<file path="src/sv/deep_sleep_entry_sequencer_top_assert.svh">
// ----------------------------------------------------------------------------
// deep sleep entry sequencer assertion macros
// shared concurrent assertion forms, clocked on clk and disabled in reset
// ----------------------------------------------------------------------------
`ifndef DEEP_SLEEP_ENTRY_SEQUENCER_TOP_ASSERT_SVH
`define DEEP_SLEEP_ENTRY_SEQUENCER_TOP_ASSERT_SVH

// same-cycle implication
`define DSES_ASSERT_NOW(name, ante, cons, msg) \
    name: assert property (@(posedge clk) disable iff (!rst_n) (ante) |-> (cons)) \
        else $error(msg);

// next-cycle implication
`define DSES_ASSERT_NEXT(name, ante, cons, msg) \
    name: assert property (@(posedge clk) disable iff (!rst_n) (ante) |=> (cons)) \
        else $error(msg);

`endif

</file>
<file path="src/sv/dses_pkg.sv">
// ----------------------------------------------------------------------------
// dses_pkg
// state and action codes, transition table and result record
// ----------------------------------------------------------------------------
package dses_pkg;

    typedef enum logic [3:0] {
        ST_ACTIVE    = 4'd0,
        ST_SLEEP_REQ = 4'd1,
        ST_DRAINING  = 4'd2,
        ST_LOGFLUSH  = 4'd3,
        ST_PORTS     = 4'd4,
        ST_RETAINED  = 4'd5,
        ST_ENTERING  = 4'd6,
        ST_WAKEBOOT  = 4'd7,
        ST_REJECTED  = 4'd8,
        ST_FAILED    = 4'd9
    } state_t;

    localparam logic [3:0] ACT_REQUEST_SLEEP   = 4'd0;
    localparam logic [3:0] ACT_DRAIN_DONE      = 4'd1;
    localparam logic [3:0] ACT_DRAIN_REJECTED  = 4'd2;
    localparam logic [3:0] ACT_FLUSH_DONE      = 4'd3;
    localparam logic [3:0] ACT_FLUSH_FAILED    = 4'd4;
    localparam logic [3:0] ACT_PORTS_DONE      = 4'd5;
    localparam logic [3:0] ACT_PORTS_FAILED    = 4'd6;
    localparam logic [3:0] ACT_RETAIN_DONE     = 4'd7;
    localparam logic [3:0] ACT_RETAIN_FAILED   = 4'd8;
    localparam logic [3:0] ACT_SLEEP_ENTERED   = 4'd9;
    localparam logic [3:0] ACT_SLEEP_FAILED    = 4'd10;
    localparam logic [3:0] ACT_WAKE_BOOT       = 4'd11;

    typedef struct packed {
        logic   ok;
        state_t dst;
    } move_t;

    typedef struct packed {
        state_t      prev_state;
        state_t      post_state;
        logic [3:0]  action;
        logic        accepted;
        logic [7:0]  status;
        logic [31:0] reason;
        logic [31:0] count;
    } res_t;

    // fixed transition table: legality and destination of an action
    function automatic move_t lookup_move(state_t src, logic [3:0] act);
        move_t m;
        m.ok  = 1'b0;
        m.dst = src;
        case (act)
            ACT_REQUEST_SLEEP:
            begin
                m.ok = (src == ST_ACTIVE);
                m.dst = ST_SLEEP_REQ;
            end
            ACT_DRAIN_DONE:
            begin
                m.ok = (src == ST_SLEEP_REQ);
                m.dst = ST_DRAINING;
            end
            ACT_DRAIN_REJECTED:
            begin
                m.ok = (src == ST_SLEEP_REQ) || (src == ST_DRAINING);
                m.dst = ST_REJECTED;
            end
            ACT_FLUSH_DONE:
            begin
                m.ok = (src == ST_DRAINING);
                m.dst = ST_LOGFLUSH;
            end
            ACT_FLUSH_FAILED:
            begin
                m.ok = (src == ST_DRAINING) || (src == ST_LOGFLUSH);
                m.dst = ST_FAILED;
            end
            ACT_PORTS_DONE:
            begin
                m.ok = (src == ST_LOGFLUSH);
                m.dst = ST_PORTS;
            end
            ACT_PORTS_FAILED:
            begin
                m.ok = (src == ST_LOGFLUSH) || (src == ST_PORTS);
                m.dst = ST_FAILED;
            end
            ACT_RETAIN_DONE:
            begin
                m.ok = (src == ST_PORTS);
                m.dst = ST_RETAINED;
            end
            ACT_RETAIN_FAILED:
            begin
                m.ok = (src == ST_PORTS);
                m.dst = ST_FAILED;
            end
            ACT_SLEEP_ENTERED:
            begin
                m.ok = (src == ST_RETAINED);
                m.dst = ST_ENTERING;
            end
            ACT_SLEEP_FAILED:
            begin
                m.ok = (src == ST_RETAINED) || (src == ST_ENTERING);
                m.dst = ST_FAILED;
            end
            ACT_WAKE_BOOT:
            begin
                m.ok = (src == ST_WAKEBOOT) || (src == ST_ENTERING) ||
                       (src == ST_FAILED) || (src == ST_REJECTED);
                m.dst = ST_ACTIVE;
            end
            default:
            begin
                m.ok  = 1'b0;
                m.dst = src;
            end
        endcase
        if (!m.ok)
        begin
            m.dst = src;
        end
        return m;
    endfunction

endpackage

</file>
<file path="src/sv/dses_fsm.sv">
// ----------------------------------------------------------------------------
// dses_fsm
// sleep entry state and transition counter, builds the report for one event
// ----------------------------------------------------------------------------
`include "deep_sleep_entry_sequencer_top_assert.svh"

module dses_fsm (
    input  logic              clk,
    input  logic              rst_n,
    input  logic              advance,
    input  logic [3:0]        action,
    input  logic [7:0]        status,
    input  logic [31:0]       reason,
    output dses_pkg::res_t    res
);
    import dses_pkg::*;

    state_t      state_reg;
    state_t      state_next;
    logic [31:0] count_reg;
    logic [31:0] count_next;
    move_t       move;

    // table lookup for the held event
    assign move = lookup_move(state_reg, action);

    // next state
    always_comb
    begin
        state_next = state_reg;
        if (advance)
        begin
            state_next = move.dst;
        end
    end

    // transition count, wraps at 32 bits
    always_comb
    begin
        count_next = count_reg;
        if (advance && move.ok)
        begin
            count_next = count_reg + 32'd1;
        end
    end

    always_ff @(posedge clk or negedge rst_n)
    begin
        if (!rst_n)
        begin
            state_reg <= ST_ACTIVE;
            count_reg <= '0;
        end
        else
        begin
            state_reg <= state_next;
            count_reg <= count_next;
        end
    end

    // report for this event
    always_comb
    begin
        res.prev_state = state_reg;
        res.post_state = move.dst;
        res.action     = action;
        res.accepted   = move.ok;
        res.status     = move.ok ? status : 8'd0;
        res.reason     = reason;
        res.count      = count_next;
    end

    `DSES_ASSERT_NEXT(a_count_step, advance && move.ok,
        count_reg == 32'($past(count_reg) + 32'd1), "count did not step on transfer")
    `DSES_ASSERT_NEXT(a_reject_holds, advance && !move.ok,
        state_reg == $past(state_reg) && count_reg == $past(count_reg),
        "rejected event changed state or count")
    `DSES_ASSERT_NEXT(a_idle_holds, !advance,
        state_reg == $past(state_reg) && count_reg == $past(count_reg),
        "state moved without an event")

endmodule

</file>
<file path="src/sv/dses_out_reg.sv">
// ----------------------------------------------------------------------------
// dses_out_reg
// result register toward the master side
// ----------------------------------------------------------------------------
module dses_out_reg (
    input  logic              clk,
    input  logic              rst_n,
    input  logic              load,
    input  logic              take,
    input  dses_pkg::res_t    res_in,
    output logic              valid,
    output dses_pkg::res_t    res_out
);
    import dses_pkg::*;

    logic valid_reg;
    logic valid_next;
    res_t res_reg;

    // valid flag: set on load, cleared when the result is taken
    always_comb
    begin
        valid_next = valid_reg;
        if (load)
        begin
            valid_next = 1'b1;
        end
        else if (take)
        begin
            valid_next = 1'b0;
        end
    end

    always_ff @(posedge clk or negedge rst_n)
    begin
        if (!rst_n)
        begin
            valid_reg <= 1'b0;
        end
        else
        begin
            valid_reg <= valid_next;
        end
    end

    // payload
    always_ff @(posedge clk)
    begin
        if (load)
        begin
            res_reg <= res_in;
        end
    end

    assign valid   = valid_reg;
    assign res_out = res_reg;

endmodule

</file>
<file path="src/sv/deep_sleep_entry_sequencer_top.sv">
// ----------------------------------------------------------------------------
// deep_sleep_entry_sequencer_top
// path: an input transfer enters the input register, its result then the result register
// throughput: one event per cycle while the master side takes results, set by the input and result registers
// the state table lookup and counter update sit between those two registers
// reset: state to active, transition count to zero, both stages empty
// ----------------------------------------------------------------------------
module deep_sleep_entry_sequencer_top (
    input  logic        clk,
    input  logic        rst_n,
    input  logic        s_axis_tvalid,
    output logic        s_axis_tready,
    input  logic [47:0] s_axis_tdata,  // action[3:0], input_status[11:4], reason[43:12]
    output logic        m_axis_tvalid,
    input  logic        m_axis_tready,
    output logic [87:0] m_axis_tdata,  // prev_state[3:0], post_state[7:4],
                                       // action_echo[11:8], status_out[19:12],
                                       // reason_echo[51:20], count_out[83:52]
    output logic        m_axis_tuser   // accepted
);
    import dses_pkg::*;

    logic        in_valid_reg;
    logic        in_valid_next;
    logic [3:0]  action_reg;
    logic [7:0]  status_reg;
    logic [31:0] reason_reg;
    logic        advance;
    logic        s_xfer;
    res_t        res;
    res_t        res_out;

    // pipeline control
    assign advance       = in_valid_reg && (!m_axis_tvalid || m_axis_tready);
    assign s_axis_tready = !in_valid_reg || advance;
    assign s_xfer        = s_axis_tvalid && s_axis_tready;

    // input register
    always_comb
    begin
        in_valid_next = in_valid_reg;
        if (s_xfer)
        begin
            in_valid_next = 1'b1;
        end
        else if (advance)
        begin
            in_valid_next = 1'b0;
        end
    end

    always_ff @(posedge clk or negedge rst_n)
    begin
        if (!rst_n)
        begin
            in_valid_reg <= 1'b0;
        end
        else
        begin
            in_valid_reg <= in_valid_next;
        end
    end

    always_ff @(posedge clk)
    begin
        if (s_xfer)
        begin
            action_reg <= s_axis_tdata[3:0];
            status_reg <= s_axis_tdata[11:4];
            reason_reg <= s_axis_tdata[43:12];
        end
    end

    // state table and counter
    dses_fsm u_fsm (
        .clk     (clk),
        .rst_n   (rst_n),
        .advance (advance),
        .action  (action_reg),
        .status  (status_reg),
        .reason  (reason_reg),
        .res     (res)
    );

    // result register
    dses_out_reg u_out (
        .clk     (clk),
        .rst_n   (rst_n),
        .load    (advance),
        .take    (m_axis_tready),
        .res_in  (res),
        .valid   (m_axis_tvalid),
        .res_out (res_out)
    );

    // output packing
    assign m_axis_tdata = {4'd0, res_out.count, res_out.reason, res_out.status,
                           res_out.action, 4'(res_out.post_state),
                           4'(res_out.prev_state)};
    assign m_axis_tuser = res_out.accepted;

endmodule

</file>
<file path="config.mk">
export PLATFORM = sky130hd
export DESIGN_NAME = deep_sleep_entry_sequencer_top
export DESIGN_NICKNAME = d
export VERILOG_FILES = /design/src/sv/dses_pkg.sv /design/src/sv/dses_fsm.sv /design/src/sv/dses_out_reg.sv /design/src/sv/deep_sleep_entry_sequencer_top.sv
export VERILOG_INCLUDE_DIRS = /design/src /design/src/sv
export SDC_FILE = /design/constraint.sdc
export NUM_CORES = 1
export LEC_CHECK = 0
export BUFFER_PORTS_ARGS = -buffer_cell sky130_fd_sc_hd__buf_4
export CORE_MARGIN = 4
export CORE_UTILIZATION = 54
export CTS_CLUSTER_DIAMETER = 80
export DETAILED_ROUTE_END_ITERATION = 10
export PLACE_DENSITY = 0.87
export SETUP_SLACK_MARGIN = 0.15
export SYNTH_ARGS = -nofsm -noshare
export SYNTH_HDL_FRONTEND = slang
export SYNTH_HIERARCHICAL = 1
export SYNTH_SLANG_ARGS = --single-unit
</file>
<file path="constraint.sdc">
create_clock -name clk -period 11.79 [get_ports clk]
set_input_delay 2.9475 -clock clk [delete_from_list [all_inputs] [get_ports clk]]
set_output_delay 2.9475 -clock clk [all_outputs]
set_load 0.005 [all_outputs]
</file>
==> results of run 1 <==
[metal layers]
| layer | vias up | GRT usage [%] |
|---|---|---|
| met3 | 14 | 8.07 |
| met1 | 1760 | 22.7 |
| met2 | 146 | 28.5 |
| met5 | - | 0 |
| met4 | 0 | 7.68 |
| li1 | 1659 | - |
[power by group]
group          internal (mW)  switching [mW]  total [mW]
clock network          0.338           0.229       0.567
registers              0.714          0.0402       0.754
logic                 0.0914           0.108       0.199
[critical path, delay by kind of cell]
kind | cells | cell delay, ns
buffers and inverters | 2 | 0.27
AND/OR/NAND/NOR | 1 | 0.16
[cell type report]
type | count | area, um^2
sequential | 167 | 4820
clock inverter | 15 | 190
clock buffer | 17 | 425
timing repair buffer | 137 | 1030
fill | 772 | 3910
tap | 147 | 184
inverter | 10 | 37.5
multi-input combinational | 173 | 1410
[per-stage QoR]
step,util [%],power [mW],std cells,area (um^2),hold slack [ns]
5_1_grt,67.5,1.59,666,8100,0.420
6_report,67.5,1.52,666,8100,0.415
2_1_floorplan,-,0.886,407,6660,0.432
4_1_cts,67.5,1.54,666,8100,0.417
3_5_place_dp,62.3,0.967,634,7490,0.405
3_3_place_gp,62.3,0.953,634,7490,0.401
[placed cells by master, fill, tap and decap left out, types with 2 or more instances in the layout]
cell type / n
o21ai_0: 3
a211oi_1: 9
clkinv_4: 4
and2_1: 11
xnor2_1: 2
o31ai_1: 2
nand3_1: 11
clkbuf_16: 17
bufinv_16: 3
a2111oi_2: 20
dfrtp_1: 38
nor3_1: 3
and3_1: 3
inv_8: 2
nand2_1: 20
nor4_1: 5
inv_1: 9
inv_6: 3
nand2b_1: 8
edfxtp_1: 129
conb_1: 4
xor2_1: 30
nand4_1: 7
mux2i_1: 2
buf_4: 137
nor2_1: 7
mux2_2: 7
[Yosys cell counts (all sizes together) (2+ instances only)]
library cell  count  area share (%)
nand2            20             1.1
and3              3            0.28
nor4              5            0.47
nand3b            2            0.41
a211oi            9             1.0
a21oi             2            0.21
and2             12             1.2
nand3            11            0.83
a2111oi          21             4.9
dfrtp            38              14
nor3              4            0.38
clkbuf            4            0.23
inv              10            0.56
mux2              7             1.2
nor2              7            0.40
nand2b            9            0.96
xor2             30             4.0
o31ai             2            0.23
buf              53             5.9
xnor2             2            0.26
nand4             8            0.85
mux2i             2            0.30
edfxtp          129              58
o21ai             3            0.23
[kinds of logic (layout without fill, tap and decap cells)]
kind of cell	count (synthesis)	in the layout	share of synthesized area, %
flops	167	167	72.6
simple gates	84	84	7.25
buf+inv	67	179	6.65
compound gates	43	43	7.55
xor+xnor	32	32	4.22
mux	9	9	1.49
fa+ha+maj	1	1	0.188
other cells	1	4	0.0564
[worst max-delay path by stage]
stage                  startpoint          endpoint
finish              m_axis_tready     s_axis_tready
global route        m_axis_tready     s_axis_tready
CTS                 m_axis_tready     s_axis_tready
detailed placement  m_axis_tready     s_axis_tready
global placement    m_axis_tready     s_axis_tready
floorplan           m_axis_tready  u_out/res_out[1]
==> run_results.csv, run 1 <==
group,metric,value,unit
clock_network,cts-buffers-inserted,17,
worst_setup_path,start_kind,"primary input",
die,die_y,119,um
layout,area_growth,21.9,%
logic_synthesis,synth_seq_cells,167,
die,die_w,119,um
logic_synthesis,ys_seq_area_share,72.6,%
die,initial_core_util,55.3,%
worst_setup_path,cp-end-kind,"output pin",
flow_run,drv_cap,0,
route,dr.max_layer_used,"met4",
timing,finalCriticalPeriod,6.32,ns
clock_network,clkTransAtPathRegs,0.06,ns
clock_network,clk_latency,0.42,ns
worst_setup_path,cp_max_fo,3,
clock_network,post_cts_buffers,0,
min_path,min_path_type,"register to register",
route,wl_met1,4960,um
global_routing,grt_pass1_wl,20100,um
route,wl_met2,5960,um
route,drtPass1Iterations,5,
layout,largest_register_ffs,85,
timing,final_max_slew_viol_count,0,
logic_synthesis,synth_cell_type_count,46,
global_routing,grt_max_degree,87,
layout,drive_above_1_share,39.7,%
status,status,"finished clean",
place,place_congestion,0.830,
min_path,worstHoldStart,"reason_reg[1]",
timing,fin_crit_sh,53.6,%
timing,fin_tns_setup,0,ns
layout,antenna_cells,0,
route,via_per_inst,5.37,
worst_setup_path,slowest_stage,"nand3b_4",
worst_setup_path,cpMostUsedCell,"buf_4",
layout,nNetsFinal,559,
die,rows,40,
route,ant_nets,0,
route,drt-initial-drc-count,270,
min_path,whs_endpoint,"u_out/res_out[33]",
clock_network,root_buffer,"clkbuf_16",
route,wl_per_cell,18.3,um
timing,relSlewSlack,28.2,%
timing,final-hold-violation-count,0,
clock_network,clock-sinks,167,
worst_setup_path,rr_worst_depth,6,
clock_network,cts_tree,"done",
timing,worst_slack,5.47,ns
global_routing,antenna_found_initial,0,
worst_setup_path,required,8.84,ns
timing,worst_pin_slew,1.08,ns
clock_network,h-tree-depth,4,
worst_setup_path,critPathKind,"primary input to output pin",
die,coreArea,12000,um^2
place,port-buffer-count,134,
logic_synthesis,async_reset_ff_share,22.8,%
logic_synthesis,postSynthCellCount,404,
clock_network,postCtsResizedCells,0,
timing,rsz0062_at_grt,"false",
power_and_ir_drop,p_per_area,188,nW/um^2
route,remaining_drc_errors,0,
timing,max_freq,158,MHz
logic_synthesis,synth_edf_count,129,
worst_setup_path,worstReg2RegEnd,"u_out/res_out[77]",
global_routing,grt-ovfl-total,0,
timing,fin_skew,0.0159,ns
clock_network,ctsHoldBuffers,0,
logic_synthesis,synthesis.area,6650,um^2
global_routing,grt_pass1_vias,3761,
logic_synthesis,yosysWarnings,6,
worst_setup_path,crit_path_max_incr_delay,0.16,ns
worst_setup_path,rrSetupSlack,8.91,ns
worst_setup_path,arrival,3.37,ns
timing,finalSetupViolCount,0,
worst_setup_path,worstPathCellList,"buf_4 > nand3b_4 > buf_4",
worst_setup_path,reg2reg_from,"action_reg[3]",
route,vias,3579,
logic_synthesis,avgSynthCellArea,16.4,um^2
place,dp_hpwl,7980,um
power_and_ir_drop,leakage,3.29,nW
logic_synthesis,ys.flop_type,"edfxtp_1",
clock_network,clk_path_buf_depth,2,
min_path,hold_depth,0,
route,route.met3.wl,1110,um
route,wl,12200,um
place,place_ws,5.47,ns
die,die-area,14100,um^2
die,io_pins,143,
power_and_ir_drop,ir_drop,0.152,mV
global_routing,grt_use_total,18.4,%
Power figures use the tool's default switching activity.
==> run 2, diff against run 1 <==
--- a/config.mk
+++ b/config.mk
@@ -6,12 +6,13 @@
 export SDC_FILE = /design/constraint.sdc
 export NUM_CORES = 1
 export LEC_CHECK = 0
+export ABC_AREA = 1
 export BUFFER_PORTS_ARGS = -buffer_cell sky130_fd_sc_hd__buf_4
 export CORE_MARGIN = 4
-export CORE_UTILIZATION = 54
+export CORE_UTILIZATION = 55
 export CTS_CLUSTER_DIAMETER = 80
 export DETAILED_ROUTE_END_ITERATION = 10
-export PLACE_DENSITY = 0.87
+export PLACE_DENSITY = 0.88
 export SETUP_SLACK_MARGIN = 0.15
 export SYNTH_ARGS = -nofsm -noshare
 export SYNTH_HDL_FRONTEND = slang
==> constraint.sdc (replaced) <==
create_clock -name clk -period 6.5 [get_ports clk]
set_input_delay 1.625 -clock clk [delete_from_list [all_inputs] [get_ports clk]]
set_output_delay 1.625 -clock clk [all_outputs]
set_load 0.005 [all_outputs]
==> run 2 against run 1 <==
Compared with the run above:
- worst setup slack worse by 2.7 ns
- via count up 27%
- largest cell class unchanged
- routed wire length up 14%
- synthesized cell count up 51%
- critical path type unchanged
- sequential power up 78%
- hold slack better by 0.0043 ns
==> run_results.csv, run 2 <==
group,metric,value,unit
power_and_ir_drop,leakage,3.64,nW
logic_synthesis,ys.flop_type,"edfxtp_1",
route,drtPass1Iterations,5,
die,rows,41,
power_and_ir_drop,p_per_area,311,nW/um^2
timing,rsz0062_at_grt,"false",
route,wl_per_cell,15.4,um
layout,layout_commonest_cell,"nand2_1",
die,io_pins,143,
route,remaining_drc_errors,0,
global_routing,grt-ovfl-total,0,
layout,fin_area,8550,um^2
global_routing,antenna_found_initial,0,
logic_synthesis,avgSynthCellArea,11.7,um^2
global_routing,grt_pass1_vias,4568,
die,die_w,122,um
place,place_ws,2.71,ns
worst_setup_path,arrival,2.09,ns
clock_network,clkTransAtPathRegs,0.07,ns
clock_network,cts_tree,"done",
logic_synthesis,postSynthCellCount,612,
global_routing,grt_pass1_wl,22700,um
timing,fin_crit_sh,57.1,%
status,status,"finished clean",
clock_network,root_buffer,"clkbuf_16",
place,port-buffer-count,134,
timing,max_freq,269,MHz
clock_network,h-tree-depth,4,
logic_synthesis,synth_cell_type_count,29,
place,place_area,7970,um^2
layout,drive_above_1_share,28.3,%
worst_setup_path,cp-end-kind,"output pin",
clock_network,clk_path_buf_depth,2,
place,dp_hpwl,9840,um
clock_network,clock-sinks,167,
clock_network,ctsHoldBuffers,0,
clock_network,postCtsResizedCells,0,
route,drt-initial-drc-count,345,
worst_setup_path,critPathKind,"primary input to output pin",
timing,relSlewSlack,35.5,%
die,die_y,122,um
place,place_congestion,0.940,
logic_synthesis,ys_seq_area_share,67.6,%
die,coreArea,12700,um^2
die,initial_core_util,56.3,%
clock_network,post_cts_buffers,0,
logic_synthesis,yosys-top-cells-count,"nand2_1, edfxtp_1, nor2_1",
die,die-area,14900,um^2
layout,nNetsFinal,772,
worst_setup_path,rrSetupSlack,3.98,ns
worst_setup_path,required,4.88,ns
logic_synthesis,async_reset_ff_share,22.8,%
logic_synthesis,yosysWarnings,6,
logic_synthesis,synth_most_common_cell,"nand2_1",
timing,fin_skew,0.00625,ns
worst_setup_path,start_kind,"primary input",
flow_run,drv_cap,0,
timing,finalSetupViolCount,0,
clock_network,clk_latency,0.42,ns
layout,largest_register_ffs,85,
logic_synthesis,synth_edf_count,129,
global_routing,grt_max_degree,62,
timing,final-hold-violation-count,0,
timing,worst_slack,2.79,ns
route,ant_nets,0,
logic_synthesis,synth_area_leaders,"edfxtp_1, dfrtp_1, nand2_1",
logic_synthesis,synthesis.area,7140,um^2
route,wl,14000,um
timing,final_max_slew_viol_count,0,
worst_setup_path,cp_max_fo,3,
layout,antenna_cells,0,
timing,fin_tns_setup,0,ns
route,via_per_inst,5.03,
timing,worst_pin_slew,0.965,ns
logic_synthesis,synth_top_area_share,54.3,%
min_path,min_path_type,"register to register",
clock_network,cts-buffers-inserted,17,
layout,mostFrequentLayoutCells,"nand2_1, buf_4, edfxtp_1",
timing,finalCriticalPeriod,3.71,ns
route,vias,4549,
power_and_ir_drop,ir_drop,0.214,mV
global_routing,grt_use_total,20.1,%
layout,area_growth,19.8,%
logic_synthesis,synth_seq_cells,167,
logic_synthesis,yosysTopAreaCell,"edfxtp_1",
-- run 2: critical path, stage by stage --
cell     delay, ns
buf_4         0.11
inv_1         0.11
nand3_2       0.10
buf_4         0.15
-- run 2: logic make-up (layout without fill, tap and decap cells) --
family                   Yosys count  after routing  share of synthesized area [%]
AND/OR/NAND/NOR                  318            318                           20.1
flip-flops                       167            167                           67.6
buffers and inverters             91            208                           8.13
XOR/XNOR                          24             24                           2.95
AO/OA/AOI/OAI                     10             10                           1.03
adder cells (fa/ha/maj)            1              1                          0.175
other                              1              4                         0.0525
-- run 2: worst paths after layout --
check,to,depth (start not counted),startpoint
max,s_axis_tready,4,m_axis_tready
min,u_out/res_out[54],0,reason_reg[22]
max reg2reg,u_out/res_out[13],9,action_reg[0]
min reg2reg,u_out/res_out[54],0,reason_reg[22]
max in group asynchronous,u_fsm/count_reg[5],1,rst_n
min in group asynchronous,u_fsm/state_reg[2],1,rst_n
-- run 2: routing by layer --
metal | up-vias | wire, um | part of all wire (%) | GRT usage (%)
met5 | - | 0 | 0 | 0
met4 | 0 | 241 | 1.7 | 7.35
met3 | 19 | 1370 | 9.8 | 8.40
met2 | 169 | 6900 | 49 | 32.9
met1 | 2165 | 5440 | 39 | 23.9
li1 | 2196 | - | - | -
-- run 2: final cells by class --
cell class | count | area [um^2]
Tap cell | 172 | 215
Inverter | 38 | 143
Clock buffer | 17 | 425
Clock inverter | 15 | 155
Timing Repair Buffer | 138 | 1040
Multi-Input combinational cell | 357 | 1750
Fill cell | 908 | 4120
Sequential cell | 167 | 4820
-- run 2: per-stage QoR --
stage	hold WS [ns]	power, mW	instances	utilization (%)
final	0.419	2.66	904	67.5
after detailed placement	0.405	1.72	872	62.9
after global routing	0.425	2.79	904	67.5
after global placement	0.400	1.71	872	62.9
after floorplan	0.420	1.60	615	-
after CTS	0.421	2.69	904	67.5
-- run 2: power by group --
| part | total (mW) | internal, mW | switching (mW) | leakage, nW |
|---|---|---|---|---|
| Combinational | 0.357 | 0.142 | 0.215 | 1.58 |
| Sequential | 1.34 | 1.28 | 0.0585 | 1.79 |
| Clock | 0.967 | 0.514 | 0.453 | 0.277 |
